`src/hw/rtl/sts_pkg.sv`:
```
package sts_pkg;

  // Channel store depth and its address width.
  localparam int CHANNELS = 60;
  localparam int ADDR_W   = (CHANNELS > 1) ? $clog2(CHANNELS) : 1;

  // Fixed field widths.
  localparam int CH_W      = 6;
  localparam int SMP_W     = 32;
  localparam int FRM_W     = 17;
  localparam int CNT_W     = 17;
  localparam int LAST_W    = 18;
  localparam int CFG_IDX_W = 3;
  localparam int CFG_W     = 32;
  localparam int KIND_W    = 3;
  localparam int WIDX_W    = 2;
  localparam int WORD_W    = 32;
  localparam int OP_W      = 33;

  // The stimulation words always cover sixty channel slots.
  localparam int SLOTS        = 60;
  localparam int EN_BITS      = 30;
  localparam int ROUTE_CH     = 15;
  localparam int TRIG_SEG_BIT = 16;
  localparam int RES_IDX_W    = 4;

  localparam logic [RES_IDX_W-1:0] RES_ROUTE_FIRST = 4'd2;
  localparam logic [RES_IDX_W-1:0] RES_TRIGGER     = 4'd10;

  localparam logic [CNT_W-1:0] COUNT_MAX = '1;

  // Register reset values.
  localparam logic signed [SMP_W-1:0] THRESH_RST = 32'sd0;
  localparam logic [FRM_W-1:0]        DEAD_RST   = 17'd50;
  localparam logic [FRM_W-1:0]        WINDOW_RST = 17'd5000;
  localparam logic [FRM_W-1:0]        CYCLE_RST  = 17'd100000;
  localparam logic [FRM_W-1:0]        LEDOFF_RST = 17'd50000;

  typedef enum logic [CFG_IDX_W-1:0] {
    CFG_THRESHOLD = 3'd0,
    CFG_DEAD      = 3'd1,
    CFG_WINDOW    = 3'd2,
    CFG_CYCLE     = 3'd3,
    CFG_LED_OFF   = 3'd4
  } cfg_idx_e;

  typedef enum logic [KIND_W-1:0] {
    KIND_ENABLE  = 3'd0,
    KIND_DAC     = 3'd1,
    KIND_ECFG    = 3'd2,
    KIND_TRIGGER = 3'd3,
    KIND_LED     = 3'd4
  } kind_e;

  typedef enum logic [2:0] {
    ST_IDLE,
    ST_CMP_THR,
    ST_CMP_DEAD,
    ST_WRITE,
    ST_FRAME,
    ST_EMIT,
    ST_ADVANCE
  } state_e;

  typedef enum logic [1:0] {
    MODE_NONE,
    MODE_LED_ON,
    MODE_ANALYSIS,
    MODE_LED_OFF
  } mode_e;

  typedef struct packed {
    logic signed [SMP_W-1:0] threshold;
    logic [FRM_W-1:0]        dead;
    logic [FRM_W-1:0]        window;
    logic [FRM_W-1:0]        cycle;
    logic [FRM_W-1:0]        led_off;
  } cfg_t;

  typedef struct packed {
    logic [CNT_W-1:0]         count;
    logic signed [LAST_W-1:0] last;
  } rec_t;

  typedef struct packed {
    logic              rd;
    logic              wr;
    logic              clear;
    logic [ADDR_W-1:0] addr;
    rec_t              wdata;
  } mem_req_t;

  typedef struct packed {
    rec_t rec;
    logic valid;
  } mem_rsp_t;

  typedef struct packed {
    kind_e             kind;
    logic [WIDX_W-1:0] idx;
    logic [WORD_W-1:0] value;
    logic              last;
  } res_t;

  // One word of the analysis burst: two enable words, then DAC and
  // electrode configuration words interleaved, then the trigger.
  function automatic res_t analysis_word(input logic [SLOTS-1:0]     act,
                                         input logic [RES_IDX_W-1:0] r,
                                         input logic                 seg);
    res_t                  res;
    logic [RES_IDX_W-1:0]  k;
    logic [WIDX_W-1:0]     w;
    logic [ROUTE_CH-1:0]   grp;
    res   = res_t'('0);
    k     = r - RES_ROUTE_FIRST;
    w     = k[2:1];
    grp   = act[w*ROUTE_CH +: ROUTE_CH];
    if (r < RES_ROUTE_FIRST) begin
      res.kind  = KIND_ENABLE;
      res.idx   = r[WIDX_W-1:0];
      res.value = {{(WORD_W-EN_BITS){1'b0}}, act[r[0]*EN_BITS +: EN_BITS]};
    end else if (r < RES_TRIGGER) begin
      res.idx = w;
      if (!k[0]) begin
        res.kind = KIND_DAC;
        for (int j = 0; j < ROUTE_CH; j++) begin
          res.value[2*j] = grp[j];
        end
      end else begin
        res.kind = KIND_ECFG;
        for (int j = 0; j < ROUTE_CH; j++) begin
          res.value[2*j +: 2] = {2{~grp[j]}};
        end
      end
    end else begin
      res.kind                = KIND_TRIGGER;
      res.value[TRIG_SEG_BIT] = seg;
      res.last                = 1'b1;
    end
    return res;
  endfunction

endpackage

```
`src/hw/rtl/sts_in_if.sv`:
```
interface sts_in_if;
  logic                               valid;
  logic                               ready;
  logic [sts_pkg::CH_W-1:0]           channel;
  logic signed [sts_pkg::SMP_W-1:0]   sample;
  logic                               frame_end;

  modport source (output valid, output channel, output sample, output frame_end,
                  input ready);
  modport sink   (input valid, input channel, input sample, input frame_end,
                  output ready);
endinterface

```
`src/hw/rtl/sts_out_if.sv`:
```
interface sts_out_if;
  logic                           valid;
  logic                           ready;
  logic [sts_pkg::KIND_W-1:0]     kind;
  logic [sts_pkg::WIDX_W-1:0]     word_index;
  logic [sts_pkg::WORD_W-1:0]     word_value;
  logic                           last_result;

  modport source (output valid, output kind, output word_index, output word_value,
                  output last_result, input ready);
  modport sink   (input valid, input kind, input word_index, input word_value,
                  input last_result, output ready);
endinterface

```
`src/hw/rtl/sts_alu.sv`:
```
module sts_alu (
  input  logic signed [sts_pkg::OP_W-1:0] a_i,
  input  logic signed [sts_pkg::OP_W-1:0] b_i,
  output logic                            lt_o
);
  import sts_pkg::*;

  logic signed [OP_W:0] diff;

  // One guard bit keeps the sign of the difference exact.
  assign diff = {a_i[OP_W-1], a_i} - {b_i[OP_W-1], b_i};
  assign lt_o = diff[OP_W];

endmodule

```
`src/hw/rtl/sts_chan_mem.sv`:
```
module sts_chan_mem (
  input  logic                           clk_i,
  input  logic                           rst_ni,
  input  sts_pkg::mem_req_t              req_i,
  output sts_pkg::mem_rsp_t              rsp_o,
  output logic [sts_pkg::SLOTS-1:0]      active_o
);
  import sts_pkg::*;

  rec_t                mem_q [CHANNELS];
  rec_t                rec_q;
  logic                rd_valid_q;
  logic [CHANNELS-1:0] valid_q;
  logic [SLOTS-1:0]    active_q;
  logic [SLOTS-1:0]    active_d;

  always_ff @(posedge clk_i) begin
    if (req_i.wr) begin
      mem_q[req_i.addr] <= req_i.wdata;
    end
    if (req_i.rd) begin
      rec_q <= mem_q[req_i.addr];
    end
  end

  // A channel counts as active once it has been stamped since the last clear.
  always_comb begin
    active_d = active_q;
    for (int c = 0; c < SLOTS; c++) begin
      if (req_i.wr && (int'(req_i.addr) == c)) begin
        active_d[c] = 1'b1;
      end
    end
  end

  always_ff @(posedge clk_i or negedge rst_ni) begin
    if (!rst_ni) begin
      valid_q    <= '0;
      active_q   <= '0;
      rd_valid_q <= 1'b0;
    end else begin
      if (req_i.clear) begin
        valid_q  <= '0;
        active_q <= '0;
      end else if (req_i.wr) begin
        valid_q[req_i.addr] <= 1'b1;
        active_q            <= active_d;
      end
      if (req_i.rd) begin
        rd_valid_q <= valid_q[req_i.addr];
      end
    end
  end

  assign rsp_o.rec   = rec_q;
  assign rsp_o.valid = rd_valid_q;
  assign active_o    = active_q;

  a_single_access: assert property (@(posedge clk_i) disable iff (!rst_ni)
    req_i.rd |-> (!req_i.wr && !req_i.clear))
    else $error("channel store read collides with a write or clear");

endmodule

```
`src/hw/rtl/sts_seq.sv`:
```
module sts_seq (
  input  logic                             clk_i,
  input  logic                             rst_ni,
  input  sts_pkg::cfg_t                    cfg_i,
  input  logic                             in_valid_i,
  output logic                             in_ready_o,
  input  logic [sts_pkg::CH_W-1:0]         in_channel_i,
  input  logic signed [sts_pkg::SMP_W-1:0] in_sample_i,
  input  logic                             in_frame_end_i,
  input  logic                             out_free_i,
  output logic                             res_load_o,
  output sts_pkg::res_t                    res_o,
  output sts_pkg::mem_req_t                mem_req_o,
  input  sts_pkg::mem_rsp_t                mem_rsp_i,
  input  logic [sts_pkg::SLOTS-1:0]        active_i,
  output logic signed [sts_pkg::OP_W-1:0]  alu_a_o,
  output logic signed [sts_pkg::OP_W-1:0]  alu_b_o,
  input  logic                             alu_lt_i
);
  import sts_pkg::*;

  state_e                  state_q, state_d;
  mode_e                   mode_q, mode_d;
  logic [CH_W-1:0]         ch_q, ch_d;
  logic signed [SMP_W-1:0] smp_q, smp_d;
  logic                    fend_q, fend_d;
  logic                    hit_q, hit_d;
  logic [FRM_W-1:0]        fc_q, fc_d;
  logic                    seg_q, seg_d;
  logic [FRM_W-1:0]        dead_clr_q, dead_clr_d;
  logic [RES_IDX_W-1:0]    r_q, r_d;

  logic                     accept;
  logic                     collect;
  logic signed [LAST_W-1:0] last_eff;
  logic [CNT_W-1:0]         count_eff;
  logic signed [LAST_W:0]   bound_sum;

  assign accept  = in_valid_i && in_ready_o;
  assign collect = (fc_q != '0) && (fc_q < cfg_i.window)
                   && (in_channel_i < CH_W'(CHANNELS));

  // An entry not written since the last clear holds the values of the clear.
  assign last_eff  = mem_rsp_i.valid ? mem_rsp_i.rec.last
                                     : -$signed({1'b0, dead_clr_q});
  assign count_eff = mem_rsp_i.valid ? mem_rsp_i.rec.count : '0;
  // frame - last > dead is tested as dead + last < frame.
  assign bound_sum = $signed({2'b00, cfg_i.dead}) + $signed({last_eff[LAST_W-1], last_eff});

  always_comb begin
    state_d    = state_q;
    mode_d     = mode_q;
    ch_d       = ch_q;
    smp_d      = smp_q;
    fend_d     = fend_q;
    hit_d      = hit_q;
    fc_d       = fc_q;
    seg_d      = seg_q;
    dead_clr_d = dead_clr_q;
    r_d        = r_q;
    in_ready_o = 1'b0;
    res_load_o = 1'b0;
    res_o      = res_t'('0);
    mem_req_o  = mem_req_t'('0);
    mem_req_o.addr = ch_q[ADDR_W-1:0];
    alu_a_o    = {{(OP_W-SMP_W){smp_q[SMP_W-1]}}, smp_q};
    alu_b_o    = {{(OP_W-SMP_W){cfg_i.threshold[SMP_W-1]}}, cfg_i.threshold};

    unique case (state_q)
      ST_IDLE: begin
        in_ready_o = 1'b1;
        if (accept) begin
          ch_d   = in_channel_i;
          smp_d  = in_sample_i;
          fend_d = in_frame_end_i;
          if (collect) begin
            mem_req_o.rd   = 1'b1;
            mem_req_o.addr = in_channel_i[ADDR_W-1:0];
            state_d        = ST_CMP_THR;
          end else if (in_frame_end_i) begin
            state_d = ST_FRAME;
          end
        end
      end
      ST_CMP_THR: begin
        hit_d   = alu_lt_i;
        state_d = ST_CMP_DEAD;
      end
      ST_CMP_DEAD: begin
        alu_a_o = {{(OP_W-LAST_W-1){bound_sum[LAST_W]}}, bound_sum};
        alu_b_o = {{(OP_W-FRM_W){1'b0}}, fc_q};
        if (hit_q && alu_lt_i) begin
          state_d = ST_WRITE;
        end else begin
          state_d = fend_q ? ST_FRAME : ST_IDLE;
        end
      end
      ST_WRITE: begin
        mem_req_o.wr          = 1'b1;
        mem_req_o.wdata.count = (count_eff == COUNT_MAX) ? count_eff : count_eff + 1'b1;
        mem_req_o.wdata.last  = $signed({1'b0, fc_q});
        state_d               = fend_q ? ST_FRAME : ST_IDLE;
      end
      ST_FRAME: begin
        r_d = '0;
        priority if (fc_q == '0) begin
          mem_req_o.clear = 1'b1;
          dead_clr_d      = cfg_i.dead;
          mode_d          = MODE_LED_ON;
          state_d         = ST_EMIT;
        end else if (fc_q == cfg_i.window) begin
          mode_d  = MODE_ANALYSIS;
          state_d = ST_EMIT;
        end else if (fc_q == cfg_i.led_off) begin
          mode_d  = MODE_LED_OFF;
          state_d = ST_EMIT;
        end else begin
          mode_d  = MODE_NONE;
          state_d = ST_ADVANCE;
        end
      end
      ST_EMIT: begin
        if (out_free_i) begin
          res_load_o = 1'b1;
          unique case (mode_q)
            MODE_ANALYSIS: begin
              res_o = analysis_word(active_i, r_q, seg_q);
              r_d   = r_q + 1'b1;
              if (r_q == RES_TRIGGER) begin
                state_d = ST_ADVANCE;
              end
            end
            MODE_LED_ON: begin
              res_o.kind  = KIND_LED;
              res_o.value = WORD_W'(1);
              res_o.last  = 1'b1;
              state_d     = ST_ADVANCE;
            end
            MODE_LED_OFF: begin
              res_o.kind = KIND_LED;
              res_o.last = 1'b1;
              state_d    = ST_ADVANCE;
            end
            MODE_NONE: begin
              res_load_o = 1'b0;
              state_d    = ST_ADVANCE;
            end
          endcase
        end
      end
      ST_ADVANCE: begin
        fc_d = (fc_q >= cfg_i.cycle) ? '0 : fc_q + 1'b1;
        if (mode_q == MODE_ANALYSIS) begin
          seg_d = ~seg_q;
        end
        mode_d  = MODE_NONE;
        state_d = ST_IDLE;
      end
      default: state_d = ST_IDLE;
    endcase
  end

  always_ff @(posedge clk_i or negedge rst_ni) begin
    if (!rst_ni) begin
      state_q    <= ST_IDLE;
      mode_q     <= MODE_NONE;
      fc_q       <= '0;
      seg_q      <= 1'b0;
      dead_clr_q <= DEAD_RST;
      r_q        <= '0;
      fend_q     <= 1'b0;
      hit_q      <= 1'b0;
    end else begin
      state_q    <= state_d;
      mode_q     <= mode_d;
      fc_q       <= fc_d;
      seg_q      <= seg_d;
      dead_clr_q <= dead_clr_d;
      r_q        <= r_d;
      fend_q     <= fend_d;
      hit_q      <= hit_d;
    end
  end

  always_ff @(posedge clk_i) begin
    ch_q  <= ch_d;
    smp_q <= smp_d;
  end

  a_wr_in_range: assert property (@(posedge clk_i) disable iff (!rst_ni)
    mem_req_o.wr |-> (ch_q < CH_W'(CHANNELS)))
    else $error("channel store written for a channel out of range");

  a_emit_on_frame_end: assert property (@(posedge clk_i) disable iff (!rst_ni)
    res_load_o |-> fend_q)
    else $error("result word issued for a sample without frame end");

  a_frame_advance: assert property (@(posedge clk_i) disable iff (!rst_ni)
    (state_q == ST_ADVANCE) |=> ((fc_q == '0) || (fc_q == $past(fc_q) + 1'b1)))
    else $error("frame counter moved other than by one or to zero");

  a_seg_hold: assert property (@(posedge clk_i) disable iff (!rst_ni)
    !((state_q == ST_ADVANCE) && (mode_q == MODE_ANALYSIS)) |=> $stable(seg_q))
    else $error("segment toggled outside an analysis frame");

endmodule

```
`src/hw/rtl/spike_threshold_stim_selector.sv`:
```
// Threshold spike detector with a refractory period per channel. Each sample is
// checked against the threshold and its channel's last crossing by one shared
// comparator used twice, with a read-modify-write of the single-port channel
// store: a sample in a collection frame goes through the threshold compare and
// the dead-time compare, and through a write when it counts as a crossing. A
// frame end then issues any result words (one LED word, or 11 for the analysis
// burst), waiting while the output word is not taken. Frame 0 clears the
// channel store at once through per-channel valid bits, so no clearing pass
// is needed. The next sample is taken while the last result still waits.
module spike_threshold_stim_selector (
  input  logic                             clk_i,
  input  logic                             rst_ni,
  sts_in_if.sink                           in_i,
  sts_out_if.source                        out_o,
  input  logic                             cfg_we_i,
  input  logic [sts_pkg::CFG_IDX_W-1:0]    cfg_idx_i,
  input  logic [sts_pkg::CFG_W-1:0]        cfg_data_i
);
  import sts_pkg::*;

  cfg_t                  cfg_q;
  mem_req_t              mem_req;
  mem_rsp_t              mem_rsp;
  logic [SLOTS-1:0]      active;
  logic signed [OP_W-1:0] alu_a;
  logic signed [OP_W-1:0] alu_b;
  logic                  alu_lt;
  logic                  res_load;
  res_t                  res;
  res_t                  out_res_q;
  logic                  out_valid_q;
  logic                  out_free;

  always_ff @(posedge clk_i or negedge rst_ni) begin
    if (!rst_ni) begin
      cfg_q.threshold <= THRESH_RST;
      cfg_q.dead      <= DEAD_RST;
      cfg_q.window    <= WINDOW_RST;
      cfg_q.cycle     <= CYCLE_RST;
      cfg_q.led_off   <= LEDOFF_RST;
    end else if (cfg_we_i) begin
      unique case (cfg_idx_e'(cfg_idx_i))
        CFG_THRESHOLD: cfg_q.threshold <= $signed(cfg_data_i);
        CFG_DEAD:      cfg_q.dead      <= cfg_data_i[FRM_W-1:0];
        CFG_WINDOW:    cfg_q.window    <= cfg_data_i[FRM_W-1:0];
        CFG_CYCLE:     cfg_q.cycle     <= cfg_data_i[FRM_W-1:0];
        CFG_LED_OFF:   cfg_q.led_off   <= cfg_data_i[FRM_W-1:0];
        default: ;
      endcase
    end
  end

  sts_seq u_seq (
    .clk_i          (clk_i),
    .rst_ni         (rst_ni),
    .cfg_i          (cfg_q),
    .in_valid_i     (in_i.valid),
    .in_ready_o     (in_i.ready),
    .in_channel_i   (in_i.channel),
    .in_sample_i    (in_i.sample),
    .in_frame_end_i (in_i.frame_end),
    .out_free_i     (out_free),
    .res_load_o     (res_load),
    .res_o          (res),
    .mem_req_o      (mem_req),
    .mem_rsp_i      (mem_rsp),
    .active_i       (active),
    .alu_a_o        (alu_a),
    .alu_b_o        (alu_b),
    .alu_lt_i       (alu_lt)
  );

  sts_chan_mem u_mem (
    .clk_i    (clk_i),
    .rst_ni   (rst_ni),
    .req_i    (mem_req),
    .rsp_o    (mem_rsp),
    .active_o (active)
  );

  sts_alu u_alu (
    .a_i  (alu_a),
    .b_i  (alu_b),
    .lt_o (alu_lt)
  );

  // The output register frees up in the same cycle its word is taken.
  assign out_free = !out_valid_q || out_o.ready;

  always_ff @(posedge clk_i or negedge rst_ni) begin
    if (!rst_ni) begin
      out_valid_q <= 1'b0;
    end else if (res_load) begin
      out_valid_q <= 1'b1;
    end else if (out_o.ready) begin
      out_valid_q <= 1'b0;
    end
  end

  always_ff @(posedge clk_i) begin
    if (res_load) begin
      out_res_q <= res;
    end
  end

  assign out_o.valid       = out_valid_q;
  assign out_o.kind        = out_res_q.kind;
  assign out_o.word_index  = out_res_q.idx;
  assign out_o.word_value  = out_res_q.value;
  assign out_o.last_result = out_res_q.last;

endmodule
```
`src/flat_wrapper.sv`:
```
// flat-port wrapper written by rule: the top's interface ports become plain ports
module spike_threshold_stim_selector_flat import sts_pkg::*;
  (clk_i, rst_ni, cfg_we_i, cfg_idx_i, cfg_data_i, in_i_valid, in_i_channel, in_i_sample, in_i_frame_end, in_i_ready, out_o_valid, out_o_kind, out_o_word_index, out_o_word_value, out_o_last_result, out_o_ready);
  sts_in_if in_i_i ();
  sts_out_if out_o_i ();
  input  logic clk_i;
  input  logic rst_ni;
  input  logic cfg_we_i;
  input  logic [sts_pkg::CFG_IDX_W-1:0] cfg_idx_i;
  input  logic [sts_pkg::CFG_W-1:0] cfg_data_i;
  input wire logic [$bits(in_i_i.valid)-1:0] in_i_valid;
  input wire logic [$bits(in_i_i.channel)-1:0] in_i_channel;
  input wire logic [$bits(in_i_i.sample)-1:0] in_i_sample;
  input wire logic [$bits(in_i_i.frame_end)-1:0] in_i_frame_end;
  output wire logic [$bits(in_i_i.ready)-1:0] in_i_ready;
  output wire logic [$bits(out_o_i.valid)-1:0] out_o_valid;
  output wire logic [$bits(out_o_i.kind)-1:0] out_o_kind;
  output wire logic [$bits(out_o_i.word_index)-1:0] out_o_word_index;
  output wire logic [$bits(out_o_i.word_value)-1:0] out_o_word_value;
  output wire logic [$bits(out_o_i.last_result)-1:0] out_o_last_result;
  input wire logic [$bits(out_o_i.ready)-1:0] out_o_ready;
  assign in_i_i.valid = in_i_valid;
  assign in_i_i.channel = in_i_channel;
  assign in_i_i.sample = in_i_sample;
  assign in_i_i.frame_end = in_i_frame_end;
  assign in_i_ready = in_i_i.ready;
  assign out_o_valid = out_o_i.valid;
  assign out_o_kind = out_o_i.kind;
  assign out_o_word_index = out_o_i.word_index;
  assign out_o_word_value = out_o_i.word_value;
  assign out_o_last_result = out_o_i.last_result;
  assign out_o_i.ready = out_o_ready;
  spike_threshold_stim_selector u_core (.clk_i(clk_i), .rst_ni(rst_ni), .in_i(in_i_i), .out_o(out_o_i), .cfg_we_i(cfg_we_i), .cfg_idx_i(cfg_idx_i), .cfg_data_i(cfg_data_i));
endmodule
```
`config.mk`:
```
export PLATFORM = sky130hd
export DESIGN_NAME = spike_threshold_stim_selector_flat
export DESIGN_NICKNAME = d
export VERILOG_FILES = /design/src/hw/rtl/sts_pkg.sv /design/src/hw/rtl/sts_in_if.sv /design/src/hw/rtl/sts_out_if.sv /design/src/hw/rtl/sts_alu.sv /design/src/hw/rtl/sts_chan_mem.sv /design/src/hw/rtl/sts_seq.sv /design/src/hw/rtl/spike_threshold_stim_selector.sv /design/src/flat_wrapper.sv
export SDC_FILE = /design/constraint.sdc
export NUM_CORES = 2
export LEC_CHECK = 0
export BUFFER_PORTS_ARGS = -buffer_cell sky130_fd_sc_hd__buf_2
export CORE_MARGIN = 3
export CORE_UTILIZATION = 64
export CTS_BUF_LIST = sky130_fd_sc_hd__clkbuf_8
export CTS_CLUSTER_SIZE = 24
export DETAILED_ROUTE_END_ITERATION = 8
export PLACE_DENSITY = 0.81
export RECOVER_POWER = 100
export REMOVE_ABC_BUFFERS = 1
export SYNTH_ARGS = -nofsm -noshare
export SYNTH_HDL_FRONTEND = slang
export SYNTH_SLANG_ARGS = --single-unit
```
`constraint.sdc`:
```
create_clock -name clk_i -period 9.3 [get_ports clk_i]
set_input_delay 1.86 -clock clk_i [delete_from_list [all_inputs] [get_ports clk_i]]
set_output_delay 1.86 -clock clk_i [all_outputs]
set_load 0.01 [all_outputs]
```
==> impl_metrics.py <==
metrics = {
    "yosys": {
        "syn_inst": 3896,
        "ys_ff_latch": 1379,
        "synth.avg_cell_area_um2": 14.6,
        "ys_seq_area_share_pct": 70.7,
        "async_flop_share_pct": 19.4,
        "netlist_area_um2": 56800,
        "synth-warning-count": 0,
        "synth_ff_type": "edfxtp_1",
        "synth-edff-count": 1111,
        "synth_cell_types": 76,
    },
    "setup_path": {
        "crit_path_top_delay_cell": "and2_0",
        "cp_data_arrival_time_ns": 8.63,
        "cp-start-kind": "flip-flop",
        "slowest_delay_ns": 2.15,
        "worstSetupEndpointType": "flip-flop",
        "cp_num_buf_inv": 1,
        "path_cells": "nor3_1 > and2_0 > and2_4 > mux2_1 > nand2_2 > buf_4 > a21oi_1 > o41ai_1 > o2111ai_1",
        "crit_family": "simple AND/OR/NAND/NOR gates",
        "crit_required_ns": 9.86,
        "crit_type": "reg -> reg",
        "r2r_slack_ns": 1.24,
        "crit_path_start": "u_core.u_seq.state_q[0]$_DFFE_PN0P_",
        "rr_startpoint": "u_core.u_seq.state_q[0]$_DFFE_PN0P_",
        "crit_fanout": 40,
    },
    "cells_and_area": {
        "layout_commonest_cell": "edfxtp_1",
        "fin_cells": 5400,
        "fill_cells": 5457,
        "postLayoutCellArea_um2": 62300,
        "syn2layout_area_growth_pct": 9.75,
        "nets": 4263,
        "drive_gt1_share_pct": 14.0,
        "final_core_util_pct": 71.4,
        "final_cell_mix": "edfxtp_1, a22oi_1, a21oi_1, nor2_1, dfrtp_1",
    },
    "power_and_ir_drop": {
        "powerDensity_nw_per_um2": 247,
        "clockPowerShare_pct": 31.4,
        "switchingPower_w": 0.00488,
        "total_power_w": 0.0154,
        "intPower_w": 0.0105,
        "power.leakage_nw": 22.2,
        "peakVddDrop_mv": 0.269,
        "combPwrFrac_pct": 22.0,
        "swShare_pct": 31.7,
        "pwr-share-seq_pct": 46.6,
    },
    "die": {
        "io_pins": 119,
        "die_width_um": 304,
        "std_cell_rows": 108,
        "dieArea_um2": 92300,
        "core-area_um2": 87300,
        "start_util_pct": 65.0,
        "die_h_um": 304,
    },
    "global_route": {
        "antenna_found_initial": 4,
        "grt-ovfl-total": 0,
        "grt_max_degree": 166,
        "grt.total_usage_pct": 33.3,
        "grt_pass1_vias": 36615,
        "grt_pass1_wl_mm": 230,
    },
    "timing": {
        "tightest_slew_ns": 5.97,
        "finalMaxSlewViolations": 2136,
        "period_needed_ns": 8.06,
        "finalClockSkew_ns": 0.0516,
        "fmax_mhz": 124,
        "fin_crit_sh_pct": 86.7,
        "hold_viol_final": 0,
        "maxSlewHeadroom_pct": -298,
        "tns_ns": 0,
        "setup_viol": 0,
        "rsz0062_at_grt": "no",
    },
    "routing": {
        "route.detailed.drc": 0,
        "first_pass_iters": 6,
        "drtAntennaViolNets": 0,
        "routedWlPerCell_um": 28.9,
        "viasPerCell": 6.91,
        "via_count": 37300,
        "drt_iter0_markers": 6048,
        "routed_wl_mm": 156,
    },
    "status": {
        "status": "finished, violations left",
        "violations": "capacitance limit, slew limit",
    },
    "clock_network": {
        "clock_latency_ns": 0.91,
        "cts_resized": 0,
        "clock_sinks": 1379,
        "cts_setup_buffers": 0,
        "htreeDepth": 4,
        "holdBufCountCts": 0,
        "clockBufferDepth": 3,
        "cts-root-buf": "clkbuf_8",
        "cts_tree": "done",
        "clkTransAtPathRegs_ns": 0.07,
        "cts_made_buffers": 204,
    },
    "placement": {
        "dp.cells": 5023,
        "gp_congestion": 0.860,
        "dpl_cell_area_um2": 59100,
        "port_buffers": 116,
        "dp_hpwl_mm": 89.2,
    },
    "min_path": {
        "min_from": "u_core.u_seq.seg_q$_DFFE_PN0P_",
        "hold_class": "reg -> reg",
    },
    "job": {
        "max_cap_viol_count": 65,
    },
}
[cell usage after synthesis, types with 15 or more instances]
cell,number,share of area [%]
edfxtp_1,1111,59
a22oi_1,540,7.1
a21oi_1,333,2.9
nor2_1,333,2.2
dfrtp_1,245,11
clkbuf_1,126,0.83
nand2_1,123,0.81
mux2_2,113,2.2
ha_1,109,2.4
buf_2,90,0.79
o21ai_0,77,0.68
inv_1,75,0.50
nor3_1,45,0.40
o41ai_1,45,0.69
a211oi_1,39,0.52
xor2_1,39,0.60
a21o_1,29,0.38
nor4_2,29,0.64
mux2i_1,26,0.46
nor4_1,25,0.28
xnor2_1,25,0.39
nor2b_1,24,0.26
dfstp_2,23,1.1
and2_1,22,0.24
o2111ai_1,21,0.32
buf_1,20,0.13
nand3_1,20,0.18
mux4_2,15,0.60
nand4_1,15,0.17
[per-layer routing]
metal  track usage, %  wire length [um]
met1             45.3             55700
met2             51.1             72700
met3             8.37             20400
met4             15.6              7520
met5                0                 0
[layout make-up]
type	count	area [um2]	share of cell area, %
sequential	1379	40100	64.4
multi-input combinational	2186	15200	24.4
clock buffer	230	3170	5.08
tap	1155	1450	2.32
timing repair buffer	227	1200	1.93
clock inverter	143	861	1.38
inverter	76	285	0.458
antenna	4	10.0	0.0161
[power groups by stage]
stage | clock network [W] | registers (W) | logic [W]
after floorplan | 0 | 0.00717 | 0.00227
after global placement | 0 | 0.00725 | 0.00328
after detailed placement | 0 | 0.00726 | 0.00335
after CTS | 0.00484 | 0.00714 | 0.00339
after global routing | 0.00511 | 0.00718 | 0.00362
final | 0.00482 | 0.00716 | 0.00338
[cell families (layout without fill, tap and decap cells)]
family          Yosys count  count (layout)  share of synthesized area, %
other cells               1               6                       0.00661
flops                  1379            1379                          70.7
buf+inv                 332             676                          2.62
xor+xnor                 64              64                         0.988
simple gates            688             688                          5.89
fa+ha+maj               110             110                          2.44
mux                     159             159                          3.44
compound gates         1163            1163                          14.0
[final timing paths]
| path | end | cells past startpoint |
|---|---|---|
| min | u_core.u_seq.seg_q$_DFFE_PN0P_ | 1 |
| min reg2reg | u_core.u_seq.seg_q$_DFFE_PN0P_ | 1 |
| min in group asynchronous | u_core.cfg_q[89]$_DFFE_PN0P_ | 1 |
| max | u_core.u_mem.rsp_o[10]$_DFFE_PP_ | 9 |
| max reg2reg | u_core.u_mem.rsp_o[10]$_DFFE_PP_ | 9 |
| max in group asynchronous | u_core.u_mem.valid_q[25]$_DFFE_PN0P_ | 1 |
[sequential cells by signal, summed over array words and instances (netlist names)]
register,cells
u_core.u_seq.mode_q,2
u_core.u_seq.smp_q,32
u_core.out_o.word_value,30
u_core.out_o.last_result,1
u_core.u_seq.hit_q,1
u_core.u_seq.ch_q,6
u_core.u_seq.fend_q,1
u_core.u_mem.mem_q,1020
u_core.u_mem.valid_q,60
u_core.u_seq.r_q,4
u_core.u_seq.fc_q,17
u_core.u_mem.rsp_o,17
u_core.cfg_q,100
u_core.u_mem.rd_valid_q,1
u_core.out_o.word_index,2
u_core.out_o.kind,3
u_core.u_seq.state_q,3
u_core.u_mem.active_o,60
u_core.u_seq.seg_q,1
u_core.u_seq.dead_clr_q,17
u_core.out_o.valid,1
[metrics by stage]
stage	hold WS (ns)	worst slack, ns
6_report	0.480	1.24
5_1_grt	0.513	0.975
4_1_cts	0.478	2.50
3_5_place_dp	0.465	2.36
3_3_place_gp	0.462	2.46
2_1_floorplan	0.446	-6.21
Note: power is estimated with default switching activity, not from simulation.
